### config.mk
export PLATFORM = sky130hd
export DESIGN_NAME = info_frame_deframer_destuffer_unit_flat
export DESIGN_NICKNAME = d
export VERILOG_FILES = /design/src/rtl/core/ifdd_pkg.sv /design/src/rtl/core/ifdd_rx_if.sv /design/src/rtl/core/ifdd_res_if.sv /design/src/rtl/core/ifdd_step.sv /design/src/rtl/core/info_frame_deframer_destuffer_unit.sv /design/src/flat_wrapper.sv
export SDC_FILE = /design/constraint.sdc
export NUM_CORES = 1
export LEC_CHECK = 0
export BUFFER_PORTS_ARGS = -buffer_cell sky130_fd_sc_hd__buf_2
export CAP_MARGIN = 20
export CORE_UTILIZATION = 60
export CTS_CLUSTER_DIAMETER = 80
export DETAILED_ROUTE_END_ITERATION = 10
export GPL_TIMING_DRIVEN = 0
export PLACE_DENSITY = 0.8
export SYNTH_ARGS = -nofsm -noshare
export SYNTH_HDL_FRONTEND = slang
export SYNTH_HIERARCHICAL = 1
export SYNTH_SLANG_ARGS = --single-unit
### constraint.sdc
create_clock -name clk_i -period 4.6 [get_ports clk_i]
set_clock_uncertainty 0.2 [all_clocks]
set_input_delay 0.46 -clock clk_i [delete_from_list [all_inputs] [get_ports clk_i]]
set_output_delay 0.46 -clock clk_i [all_outputs]
set_load 0.01 [all_outputs]
### src/rtl/core/ifdd_pkg.sv
`default_nettype none

package ifdd_pkg;

  typedef enum logic [2:0] {
    CfgFlag      = 3'd0,
    CfgAddress   = 3'd1,
    CfgCtrlSeq0  = 3'd2,
    CfgCtrlSeq1  = 3'd3,
    CfgEscape    = 3'd4,
    CfgFlagSub   = 3'd5,
    CfgEscSub    = 3'd6,
    CfgExpSeq    = 3'd7
  } cfg_idx_e;

  typedef enum logic [4:0] {
    PhHunt = 5'b00001,
    PhFlag = 5'b00010,
    PhAddr = 5'b00100,
    PhCtrl = 5'b01000,
    PhData = 5'b10000
  } phase_e;

  typedef struct packed {
    logic [7:0] flag_byte;
    logic [7:0] address_byte;
    logic [7:0] control_seq0;
    logic [7:0] control_seq1;
    logic [7:0] escape_byte;
    logic [7:0] flag_substitute;
    logic [7:0] escape_substitute;
    logic       expected_seq;
  } cfg_t;

  typedef struct packed {
    logic        kind;
    logic [7:0]  payload_byte;
    logic [15:0] byte_total;
    logic        seq_ok;
  } res_t;

  localparam logic KindPayload = 1'b0;
  localparam logic KindEnd     = 1'b1;
  localparam logic [15:0] CountMax = 16'hFFFF;

endpackage

`default_nettype wire

### src/rtl/core/ifdd_rx_if.sv
`default_nettype none

interface ifdd_rx_if;
  logic       valid;
  logic       ready;
  logic [7:0] rx_byte;

  modport source (output valid, output rx_byte, input ready);
  modport sink (input valid, input rx_byte, output ready);
endinterface

`default_nettype wire

### src/rtl/core/ifdd_res_if.sv
`default_nettype none

interface ifdd_res_if;
  logic        valid;
  logic        ready;
  logic        kind;
  logic [7:0]  payload_byte;
  logic [15:0] byte_total;
  logic        seq_ok;

  modport source (output valid, output kind, output payload_byte, output byte_total,
                  output seq_ok, input ready);
  modport sink (input valid, input kind, input payload_byte, input byte_total,
                input seq_ok, output ready);
endinterface

`default_nettype wire

### src/rtl/core/ifdd_step.sv
`default_nettype none

module ifdd_step (
  input  wire logic        clk_i,
  input  wire logic        rst_ni,
  input  wire logic        adv_i,
  input  wire logic [7:0]  byte_i,
  input  wire ifdd_pkg::cfg_t cfg_i,
  output logic             res_vld_o,
  output ifdd_pkg::res_t   res_o
);
  import ifdd_pkg::*;

  phase_e      phase_q, phase_d;
  logic        esc_q, esc_d;
  logic        seen_q, seen_d;
  logic [15:0] cnt_q, cnt_d;

  logic [7:0]  seen_ctrl;
  logic [7:0]  want_ctrl;
  logic [15:0] cnt_inc;

  assign seen_ctrl = seen_q ? cfg_i.control_seq1 : cfg_i.control_seq0;
  assign want_ctrl = cfg_i.expected_seq ? cfg_i.control_seq1 : cfg_i.control_seq0;
  assign cnt_inc   = (cnt_q != CountMax) ? cnt_q + 16'd1 : cnt_q;

  always_comb begin
    phase_d   = phase_q;
    esc_d     = esc_q;
    seen_d    = seen_q;
    cnt_d     = cnt_q;
    res_vld_o = 1'b0;
    res_o     = '0;
    if (esc_q) begin
      if (byte_i == cfg_i.flag_substitute) begin
        esc_d              = 1'b0;
        cnt_d              = cnt_inc;
        res_vld_o          = 1'b1;
        res_o.kind         = KindPayload;
        res_o.payload_byte = cfg_i.flag_byte;
      end else if (byte_i == cfg_i.escape_substitute) begin
        esc_d              = 1'b0;
        cnt_d              = cnt_inc;
        res_vld_o          = 1'b1;
        res_o.kind         = KindPayload;
        res_o.payload_byte = cfg_i.escape_byte;
      end
    end else begin
      case (phase_q)
        PhHunt: begin
          if (byte_i == cfg_i.flag_byte) phase_d = PhFlag;
        end
        PhFlag: begin
          if (byte_i == cfg_i.address_byte) phase_d = PhAddr;
          else if (byte_i == cfg_i.flag_byte) phase_d = PhFlag;
          else phase_d = PhHunt;
        end
        PhAddr: begin
          if (byte_i == cfg_i.control_seq0 || byte_i == cfg_i.control_seq1) begin
            seen_d  = (byte_i != cfg_i.control_seq0);
            phase_d = PhCtrl;
          end else if (byte_i == cfg_i.flag_byte) begin
            phase_d = PhFlag;
          end else begin
            phase_d = PhHunt;
          end
        end
        PhCtrl: begin
          if (byte_i == (cfg_i.address_byte ^ seen_ctrl)) begin
            phase_d = PhData;
            cnt_d   = '0;
            esc_d   = 1'b0;
          end else if (byte_i == cfg_i.flag_byte) begin
            phase_d = PhFlag;
          end else begin
            phase_d = PhHunt;
          end
        end
        PhData: begin
          if (byte_i == cfg_i.flag_byte) begin
            phase_d          = PhHunt;
            cnt_d            = '0;
            esc_d            = 1'b0;
            res_vld_o        = 1'b1;
            res_o.kind       = KindEnd;
            res_o.byte_total = cnt_q;
            res_o.seq_ok     = (seen_ctrl == want_ctrl);
          end else if (byte_i == cfg_i.escape_byte) begin
            esc_d = 1'b1;
          end else begin
            cnt_d              = cnt_inc;
            res_vld_o          = 1'b1;
            res_o.kind         = KindPayload;
            res_o.payload_byte = byte_i;
          end
        end
        default: phase_d = PhHunt;
      endcase
    end
  end

  always_ff @(posedge clk_i or negedge rst_ni) begin
    if (!rst_ni) begin
      phase_q <= PhHunt;
      esc_q   <= 1'b0;
      seen_q  <= 1'b0;
      cnt_q   <= '0;
    end else if (adv_i) begin
      phase_q <= phase_d;
      esc_q   <= esc_d;
      seen_q  <= seen_d;
      cnt_q   <= cnt_d;
    end
  end

  a_esc_in_data: assert property (@(posedge clk_i) disable iff (!rst_ni)
    esc_q |-> phase_q == PhData) else $error("escape pending outside payload");

  a_cnt_header_zero: assert property (@(posedge clk_i) disable iff (!rst_ni)
    phase_q != PhData |-> cnt_q == '0) else $error("count nonzero outside payload");

  a_end_to_hunt: assert property (@(posedge clk_i) disable iff (!rst_ni)
    adv_i && res_vld_o && res_o.kind == KindEnd |=> phase_q == PhHunt && cnt_q == '0)
    else $error("end of frame did not return to hunt");

endmodule

`default_nettype wire

### src/rtl/core/info_frame_deframer_destuffer_unit.sv
// Byte-stuffed information-frame receiver. Takes one link byte per beat on rx_i and
// gives at most one result per byte on res_o: a destuffed payload byte, or at the
// closing flag an end beat with the saturating payload count and the sequence check.
// Bytes are registered on entry, decoded by combinational compare logic and registered
// again on exit; the block sustains one byte per clock unless the result register is
// stalled, which holds back only bytes that produce a result. Registers are written
// through cfg_we_i/cfg_idx_i/cfg_wdata_i by the user only while the block is idle;
// the block does not enforce it. Reset values are the usual flag 0x7E, escape 0x7D.
`default_nettype none

module info_frame_deframer_destuffer_unit (
  input  wire logic       clk_i,
  input  wire logic       rst_ni,
  input  wire logic       cfg_we_i,
  input  wire logic [2:0] cfg_idx_i,
  input  wire logic [7:0] cfg_wdata_i,
  ifdd_rx_if.sink         rx_i,
  ifdd_res_if.source      res_o
);
  import ifdd_pkg::*;

  cfg_t       cfg_q;
  logic       in_vld_q;
  logic [7:0] in_byte_q;
  logic       out_vld_q;
  res_t       out_q;
  logic       step_vld;
  res_t       step_res;
  logic       adv;

  always_ff @(posedge clk_i or negedge rst_ni) begin
    if (!rst_ni) begin
      cfg_q.flag_byte         <= 8'h7E;
      cfg_q.address_byte      <= 8'h03;
      cfg_q.control_seq0      <= 8'h00;
      cfg_q.control_seq1      <= 8'h80;
      cfg_q.escape_byte       <= 8'h7D;
      cfg_q.flag_substitute   <= 8'h5E;
      cfg_q.escape_substitute <= 8'h5D;
      cfg_q.expected_seq      <= 1'b0;
    end else if (cfg_we_i) begin
      case (cfg_idx_e'(cfg_idx_i))
        CfgFlag:     cfg_q.flag_byte         <= cfg_wdata_i;
        CfgAddress:  cfg_q.address_byte      <= cfg_wdata_i;
        CfgCtrlSeq0: cfg_q.control_seq0      <= cfg_wdata_i;
        CfgCtrlSeq1: cfg_q.control_seq1      <= cfg_wdata_i;
        CfgEscape:   cfg_q.escape_byte       <= cfg_wdata_i;
        CfgFlagSub:  cfg_q.flag_substitute   <= cfg_wdata_i;
        CfgEscSub:   cfg_q.escape_substitute <= cfg_wdata_i;
        CfgExpSeq:   cfg_q.expected_seq      <= cfg_wdata_i[0];
        default: ;
      endcase
    end
  end

  // decode may proceed unless it has a result and the output register is blocked
  assign adv = in_vld_q && (!out_vld_q || res_o.ready || !step_vld);
  assign rx_i.ready = !in_vld_q || adv;

  ifdd_step u_step (
    .clk_i     (clk_i),
    .rst_ni    (rst_ni),
    .adv_i     (adv),
    .byte_i    (in_byte_q),
    .cfg_i     (cfg_q),
    .res_vld_o (step_vld),
    .res_o     (step_res)
  );

  always_ff @(posedge clk_i or negedge rst_ni) begin
    if (!rst_ni) begin
      in_vld_q  <= 1'b0;
      out_vld_q <= 1'b0;
    end else begin
      if (rx_i.ready) in_vld_q <= rx_i.valid;
      if (adv && step_vld) out_vld_q <= 1'b1;
      else if (res_o.ready) out_vld_q <= 1'b0;
    end
  end

  always_ff @(posedge clk_i) begin
    if (rx_i.valid && rx_i.ready) in_byte_q <= rx_i.rx_byte;
    if (adv && step_vld) out_q <= step_res;
  end

  assign res_o.valid        = out_vld_q;
  assign res_o.kind         = out_q.kind;
  assign res_o.payload_byte = out_q.payload_byte;
  assign res_o.byte_total   = out_q.byte_total;
  assign res_o.seq_ok       = out_q.seq_ok;

  a_end_fields: assert property (@(posedge clk_i) disable iff (!rst_ni)
    out_vld_q && out_q.kind == KindEnd |-> out_q.payload_byte == 8'h00)
    else $error("end beat carries payload");

  a_payload_fields: assert property (@(posedge clk_i) disable iff (!rst_ni)
    out_vld_q && out_q.kind == KindPayload |-> out_q.byte_total == '0 && !out_q.seq_ok)
    else $error("payload beat carries end fields");

  a_no_overwrite: assert property (@(posedge clk_i) disable iff (!rst_ni)
    out_vld_q && !res_o.ready |=> out_vld_q && $stable(out_q))
    else $error("pending result overwritten");

endmodule

`default_nettype wire
### src/flat_wrapper.sv
// flat-port wrapper written by rule: the top's interface ports become plain ports
module info_frame_deframer_destuffer_unit_flat import ifdd_pkg::*;
  (clk_i, rst_ni, cfg_we_i, cfg_idx_i, cfg_wdata_i, rx_i_valid, rx_i_rx_byte, rx_i_ready, res_o_valid, res_o_kind, res_o_payload_byte, res_o_byte_total, res_o_seq_ok, res_o_ready);
  ifdd_rx_if rx_i_i ();
  ifdd_res_if res_o_i ();
  input  wire logic clk_i;
  input  wire logic rst_ni;
  input  wire logic cfg_we_i;
  input  wire logic [2:0] cfg_idx_i;
  input  wire logic [7:0] cfg_wdata_i;
  input wire logic [$bits(rx_i_i.valid)-1:0] rx_i_valid;
  input wire logic [$bits(rx_i_i.rx_byte)-1:0] rx_i_rx_byte;
  output wire logic [$bits(rx_i_i.ready)-1:0] rx_i_ready;
  output wire logic [$bits(res_o_i.valid)-1:0] res_o_valid;
  output wire logic [$bits(res_o_i.kind)-1:0] res_o_kind;
  output wire logic [$bits(res_o_i.payload_byte)-1:0] res_o_payload_byte;
  output wire logic [$bits(res_o_i.byte_total)-1:0] res_o_byte_total;
  output wire logic [$bits(res_o_i.seq_ok)-1:0] res_o_seq_ok;
  input wire logic [$bits(res_o_i.ready)-1:0] res_o_ready;
  assign rx_i_i.valid = rx_i_valid;
  assign rx_i_i.rx_byte = rx_i_rx_byte;
  assign rx_i_ready = rx_i_i.ready;
  assign res_o_valid = res_o_i.valid;
  assign res_o_kind = res_o_i.kind;
  assign res_o_payload_byte = res_o_i.payload_byte;
  assign res_o_byte_total = res_o_i.byte_total;
  assign res_o_seq_ok = res_o_i.seq_ok;
  assign res_o_i.ready = res_o_ready;
  info_frame_deframer_destuffer_unit u_core (.clk_i(clk_i), .rst_ni(rst_ni), .cfg_we_i(cfg_we_i), .cfg_idx_i(cfg_idx_i), .cfg_wdata_i(cfg_wdata_i), .rx_i(rx_i_i), .res_o(res_o_i));
endmodule
==> results.tsv, run 1 <==
metric	value	unit
Pre-antenna DRT Iters	5	
Worst R2R Path Depth	13	
Hold WC Path Type	primary input to register	
core area	9729	µm²
DR vias	4287	
die width	101.9	µm
final setup fails	0	
Yosys warnings	6	
synth unique cells	52	
Setup crit end kind	register	
hpwl dp	8.979	mm
Reg-to-Reg Start	u_core/in_byte_q[3]	
footprint of the multi-input gates	2716	µm²
post-synthesis sequential area ratio	51.90	%
largest net degree at the start of global routing	61	
antenna violations before repair	0	
area fraction of the dominant cell type after synthesis	23.42	%
CTS tree	built	
Syn-to-layout area delta	19.51	%
CTS H-tree lvls	4	
wire per inst	19.28	µm
Hold Startpoint	res_o_ready	
clock latency on the worst-skew pair	0.52	ns
Synth Cell Area	5983	µm²
share of cells above drive strength 1	33.91	%
GR Overflow Total	0	
cts bufs inserted	17	
antenna viol nets, final	0	
Clock transition at path regs	0.06	ns
r2r setup slk	0.57	ns
synthesis-stage register bit count	116	
Post-CTS Setup Repair Bufs	0	
main area contributors after synthesis	dfrtp_1 (23%), edfxtp_1 (17%), dfstp_2 (11%)	
top cells by count, synth	mux2_2 (59), dfrtp_1 (56), xor2_1 (47)	
RD Place Congestion	0.8736	
pwr/cell area	448.0	nW/µm²
Post-Route WL	13.76	mm
VDD IR max	0.3015	mV
vias per cell	6.004	
Worst Path Arrival	4.23	ns
syn avg cell area	12.21	µm²
DRC viols	0	
Slew Limit Headroom	41.29	%
I/O Buffers	47	
status	complete, no violations	
Syn Inst Count	490	
count of pins over their slew limit	0	
RSZ-0062 raised after global routing	false	
FILL cells	659	
GRT Resource Usage Total	29.05	%
CTS root buf	clkbuf_8	
Static Leak	2.981	nW
row count	36	
Min-Delay Path Depth	3	
FMAX	248.0	MHz
hold endpoint	u_core/in_vld_q	
Final Cycle Share	87.66	%
setup_tns	0	ns
Post-Place Cells	672	
Chip Height	101.9	µm
Clock Path Buffers	2	
top_reg_cell synth	dfrtp_1	
Post-synth EDFFs	34	
first-pass GRT wire length	22.16	mm
# clock sinks	116	
Max-cap violations	0	
register area	3105	µm²
starting density of the core	61.50	%
DR iter-0 viols	249	
number of nets in the layout	593	
vias in the first global route	4270	
post-layout min period	4.032	ns
critical path type	register to register	
critical path launch point type	register	
Antenna Cells	0	
post-route insts no fill	714	
slew at the pin closest to its max-slew limit	0.8740	ns
Post-Syn Nets	515	
die area	10380	µm²
post-synthesis async set-or-reset flop share	70.69	%
count leader, synth	mux2_2	
hold_ws	0.06599	ns
Top Ports	52	
Final Hold Viols	0	
leading area contributor after synthesis	dfrtp_1	
reg-to-reg endpoint	u_core/u_step/seen_q	
Crit path required time	4.80	ns
peak fanout along the critical path	10	
-- through the flow --
step	total power, mW	utilization [%]	setup slack, ns	area (µm²)
final	3.203	73.50	0.5676	7151
after global routing	3.318	73.50	0.3939	7151
after CTS	3.211	73.50	0.6026	7151
after detailed placement	1.807	66.11	0.6335	6432
after global placement	1.773	65.63	0.4974	6385
after floorplan	1.678	-	1.196	5983
-- final cells by class --
| class | instances | area share (%) |
|---|---|---|
| inverter | 5 | 0.2625 |
| multi-input combinational | 345 | 37.99 |
| buffer | 24 | 2.030 |
| timing repair buffer | 59 | 5.319 |
| clock buffer | 18 | 5.844 |
| tap | 133 | 2.327 |
| sequential | 116 | 43.43 |
| clock inverter | 14 | 2.800 |
-- cells by family (layout without fill, tap and decap cells) --
family | count (synthesis) | after routing | share of synthesized area (%)
DFF | 116 | 116 | 51.90
buffers and inverters | 29 | 120 | 2.739
xor gates and xnor gates | 73 | 73 | 10.81
AOI/OAI and AO/OA | 66 | 66 | 8.155
muxes | 68 | 68 | 12.61
and+or+nand+nor | 137 | 137 | 13.57
adders and majority gates | 1 | 1 | 0.2091
-- worst max-delay path, stage by stage (launching register included) --
cell	delay (ns)
edfxtp_1	0.37
buf_4	0.20
xnor2_1	0.16
nand4_1	0.12
nor2_1	0.10
clkbuf_1	0.23
a21oi_1	0.26
mux2i_1	0.17
a21boi_0	0.65
nand2b_1	0.20
a21oi_1	0.36
inv_1	0.16
nor3b_1	0.34
mux2_2	0.38
-- worst max-delay path by stage --
| stage | start | end | slack, ns | cells past startpoint |
|---|---|---|---|---|
| 2_1_floorplan | u_core/in_byte_q[6] | u_core/res_o.byte_total[0] | 1.20 | 9 |
| 3_3_place_gp | u_core/in_byte_q[2] | u_core/res_o.byte_total[8] | 0.50 | 9 |
| 3_5_place_dp | u_core/in_byte_q[3] | u_core/u_step/seen_q | 0.63 | 13 |
| 4_1_cts | u_core/in_byte_q[3] | u_core/u_step/seen_q | 0.60 | 13 |
| 5_1_grt | u_core/in_byte_q[3] | u_core/u_step/seen_q | 0.39 | 13 |
| 6_report | u_core/in_byte_q[3] | u_core/u_step/seen_q | 0.57 | 13 |
-- power by group --
part / switching, mW / internal, mW / leakage (nW)
logic: 0.237 / 0.244 / 1.33
clock network: 0.493 / 0.886 / 0.293
registers: 0.122 / 1.22 / 1.36
-- flip-flops by register name, summed over array words and instances, names as in the netlist, 5 cells and up --
register,cells
u_core/in_byte_q,8
u_core/cfg_q,57
u_core/u_step/cnt_q,16
u_core/res_o.byte_total,16
u_core/u_step/phase_q,5
u_core/res_o.payload_byte,8
-- placed cells by master, fill, tap and decap left out, drive strengths merged, types with 13 or more instances in the layout --
cell type	n
a22o	17
nor2	19
buf	67
dfrtp	56
a21oi	13
edfxtp	34
nand2	22
xnor2	25
dfstp	26
and2	18
o21ai	14
clkbuf	24
xor2	48
mux2	59
-- timing repair --
action,CTS,global route
resized for setup,0,0
hold endpoints to repair,31,0
hold buffers,10,0
-- routing by layer --
layer / global-route usage [%] / up-vias / wire length (µm)
li1: - / 1950 / -
met4: 12.64 / 0 / 371
met3: 6.566 / 34 / 625
met2: 51.09 / 174 / 7247
met5: 0 / - / 0
met1: 34.26 / 2129 / 5518
(Power assumes the default switching activity.)
==> run 2, diff against run 1 <==
CORE_UTILIZATION = 45   (was 60)
PLACE_DENSITY = 0.63   (was 0.8)
SETUP_SLACK_MARGIN = 0.02   (was not set)
clock period = 4.68 ns   (was 4.6 ns; I/O delays follow)
==> results.tsv, run 2 (synthesis results as in run 1) <==
metric	value	unit
Static Leak	2.916	nW
CTS tree	built	
Chip Height	117.3	µm
post-route insts no fill	744	
Crit path required time	4.77	ns
critical path launch point type	register	
vias in the first global route	4110	
CTS root buf	clkbuf_16	
Final Cycle Share	83.33	%
Pre-antenna DRT Iters	4	
first-pass GRT wire length	20.95	mm
VDD IR max	0.3185	mV
Final Hold Viols	0	
post-route setup slack	0.7802	ns
Max-cap violations	0	
max reg flops	57	
RD Place Congestion	0.8976	
hpwl dp	8.979	mm
Setup WS pre-CTS	0.8842	ns
die width	117.3	µm
starting density of the core	46.84	%
Post-CTS Setup Repair Bufs	0	
final setup fails	0	
cts bufs inserted	17	
Hold WC Path Type	primary input to register	
Slew Limit Headroom	43.58	%
Reg-to-Reg Start	u_core/in_byte_q[1]	
GR Overflow Total	0	
antenna viol nets, final	0	
Syn-to-layout area delta	17.59	%
row count	41	
CTS Hold Buffers Added	1	
count of pins over their slew limit	0	
Clock transition at path regs	0.05	ns
RSZ-0062 raised after global routing	false	
reg-to-reg endpoint	u_core/u_step/seen_q	
Post-Route WL	12.82	mm
antenna violations before repair	0	
Clock Path Buffers	2	
DR vias	4022	
Post-Place Cells	711	
I/O Buffers	47	
Setup crit end kind	register	
Antenna Cells	0	
DRC viols	0	
Worst Path Arrival	3.99	ns
wire per inst	17.22	µm
pwr/cell area	416.2	nW/µm²
most common library cell in the layout ignoring fill and taps	mux2_2	
Hold Startpoint	rx_i_rx_byte[3]	
FMAX	256.4	MHz
Top Ports	52	
DR iter-0 viols	225	
setup_tns	0	ns
share of cells above drive strength 1	33.04	%
CTS H-tree lvls	4	
core area	12770	µm²
peak fanout along the critical path	10	
post-layout min period	3.900	ns
GRT Resource Usage Total	19.94	%
Resized cells post-CTS	0	
status	complete, no violations	
critical path type	register to register	
clock latency on the worst-skew pair	0.41	ns
Overall Power	2.928	mW
slew at the pin closest to its max-slew limit	0.8398	ns
Worst R2R Path Depth	13	
die area	13760	µm²
largest net degree at the start of global routing	67	
number of nets in the layout	584	
commonest cells after routing, fill and taps aside	mux2_2 (59), dfrtp_1 (56), buf_2 (54)	
hold endpoint	u_core/in_byte_q[3]	
r2r setup slk	0.78	ns
Min-Delay Path Depth	1	
vias per cell	5.406	
# clock sinks	116	
Biggest register	u_core/cfg_q	
==> run 2: cell count changes in the layout (fill, tap and decap cells not counted) <==
cell           change
dlygate4sd3_1      -9
clkbuf_1           +6
inv_6              -4
bufinv_16          -3
clkinvlp_4         -3
clkinv_1           +2
clkinv_2           +2
clkinv_4           -2
buf_16             +1
buf_8              -1
clkbuf_16          +1
clkbuf_8           +1
==> run 2: worst max-delay path, stage by stage (launching register included) <==
cell and delay [ns]:
edfxtp_1 0.35, buf_4 0.21, xnor2_1 0.14, nand4_1 0.11, nor2_1 0.08, clkbuf_1 0.22, a21oi_1 0.26, mux2i_1 0.17
a21boi_0 0.65, nand2b_1 0.21, a21oi_1 0.34, inv_1 0.16, nor3b_1 0.32, mux2_2 0.37
==> run 2: final cells by class <==
class                   instances  area [µm²]
fillers                      1051        5738
plain buffers                  24       145.1
flip-flops and latches        116        3105
clock inverters                 6       52.55
well taps                     172       215.2
clock buffers                  26       479.2
multi-input cells             345        2716
repair buffers                 50       302.8
inverters                       5       18.77
==> run 2: how the worst max path moves through the flow <==
stage                                   start  cells past startpoint                         end
after global routing      u_core/in_byte_q[5]                     13        u_core/u_step/seen_q
after detailed placement  u_core/in_byte_q[5]                     13        u_core/u_step/seen_q
after CTS                 u_core/in_byte_q[1]                     13        u_core/u_step/seen_q
final                     u_core/in_byte_q[1]                     13        u_core/u_step/seen_q
after global placement    u_core/in_byte_q[6]                      9  u_core/res_o.byte_total[8]
after floorplan           u_core/in_byte_q[6]                      9  u_core/res_o.byte_total[0]
==> run 2: where the power goes <==
group	internal, mW	switching [mW]
combinational	0.234	0.211
sequential	1.20	0.115
clock	0.749	0.417
total	2.19	0.743
==> run 2: metal layers <==
layer  up-vias  wire length (µm)  GRT usage (%)
met1      1973              5697          24.62
met4         0               199          8.929
met3        14               623          5.302
met5         -                 0              0
met2       112              6295          32.66
li1       1923                 -              -
==> run 2: per-stage QoR <==
| stage | instance area (µm²) | util, % | hold slack [ns] |
|---|---|---|---|
| finish | 7036 | 55.08 | 0.03275 |
| CTS | 7036 | 55.08 | 0.01131 |
| global placement | 6434 | 50.37 | 0.2918 |
| detailed placement | 6494 | 50.84 | 0.1638 |
| floorplan | 5983 | - | -0.02759 |
| global route | 7036 | 55.08 | 0.006222 |
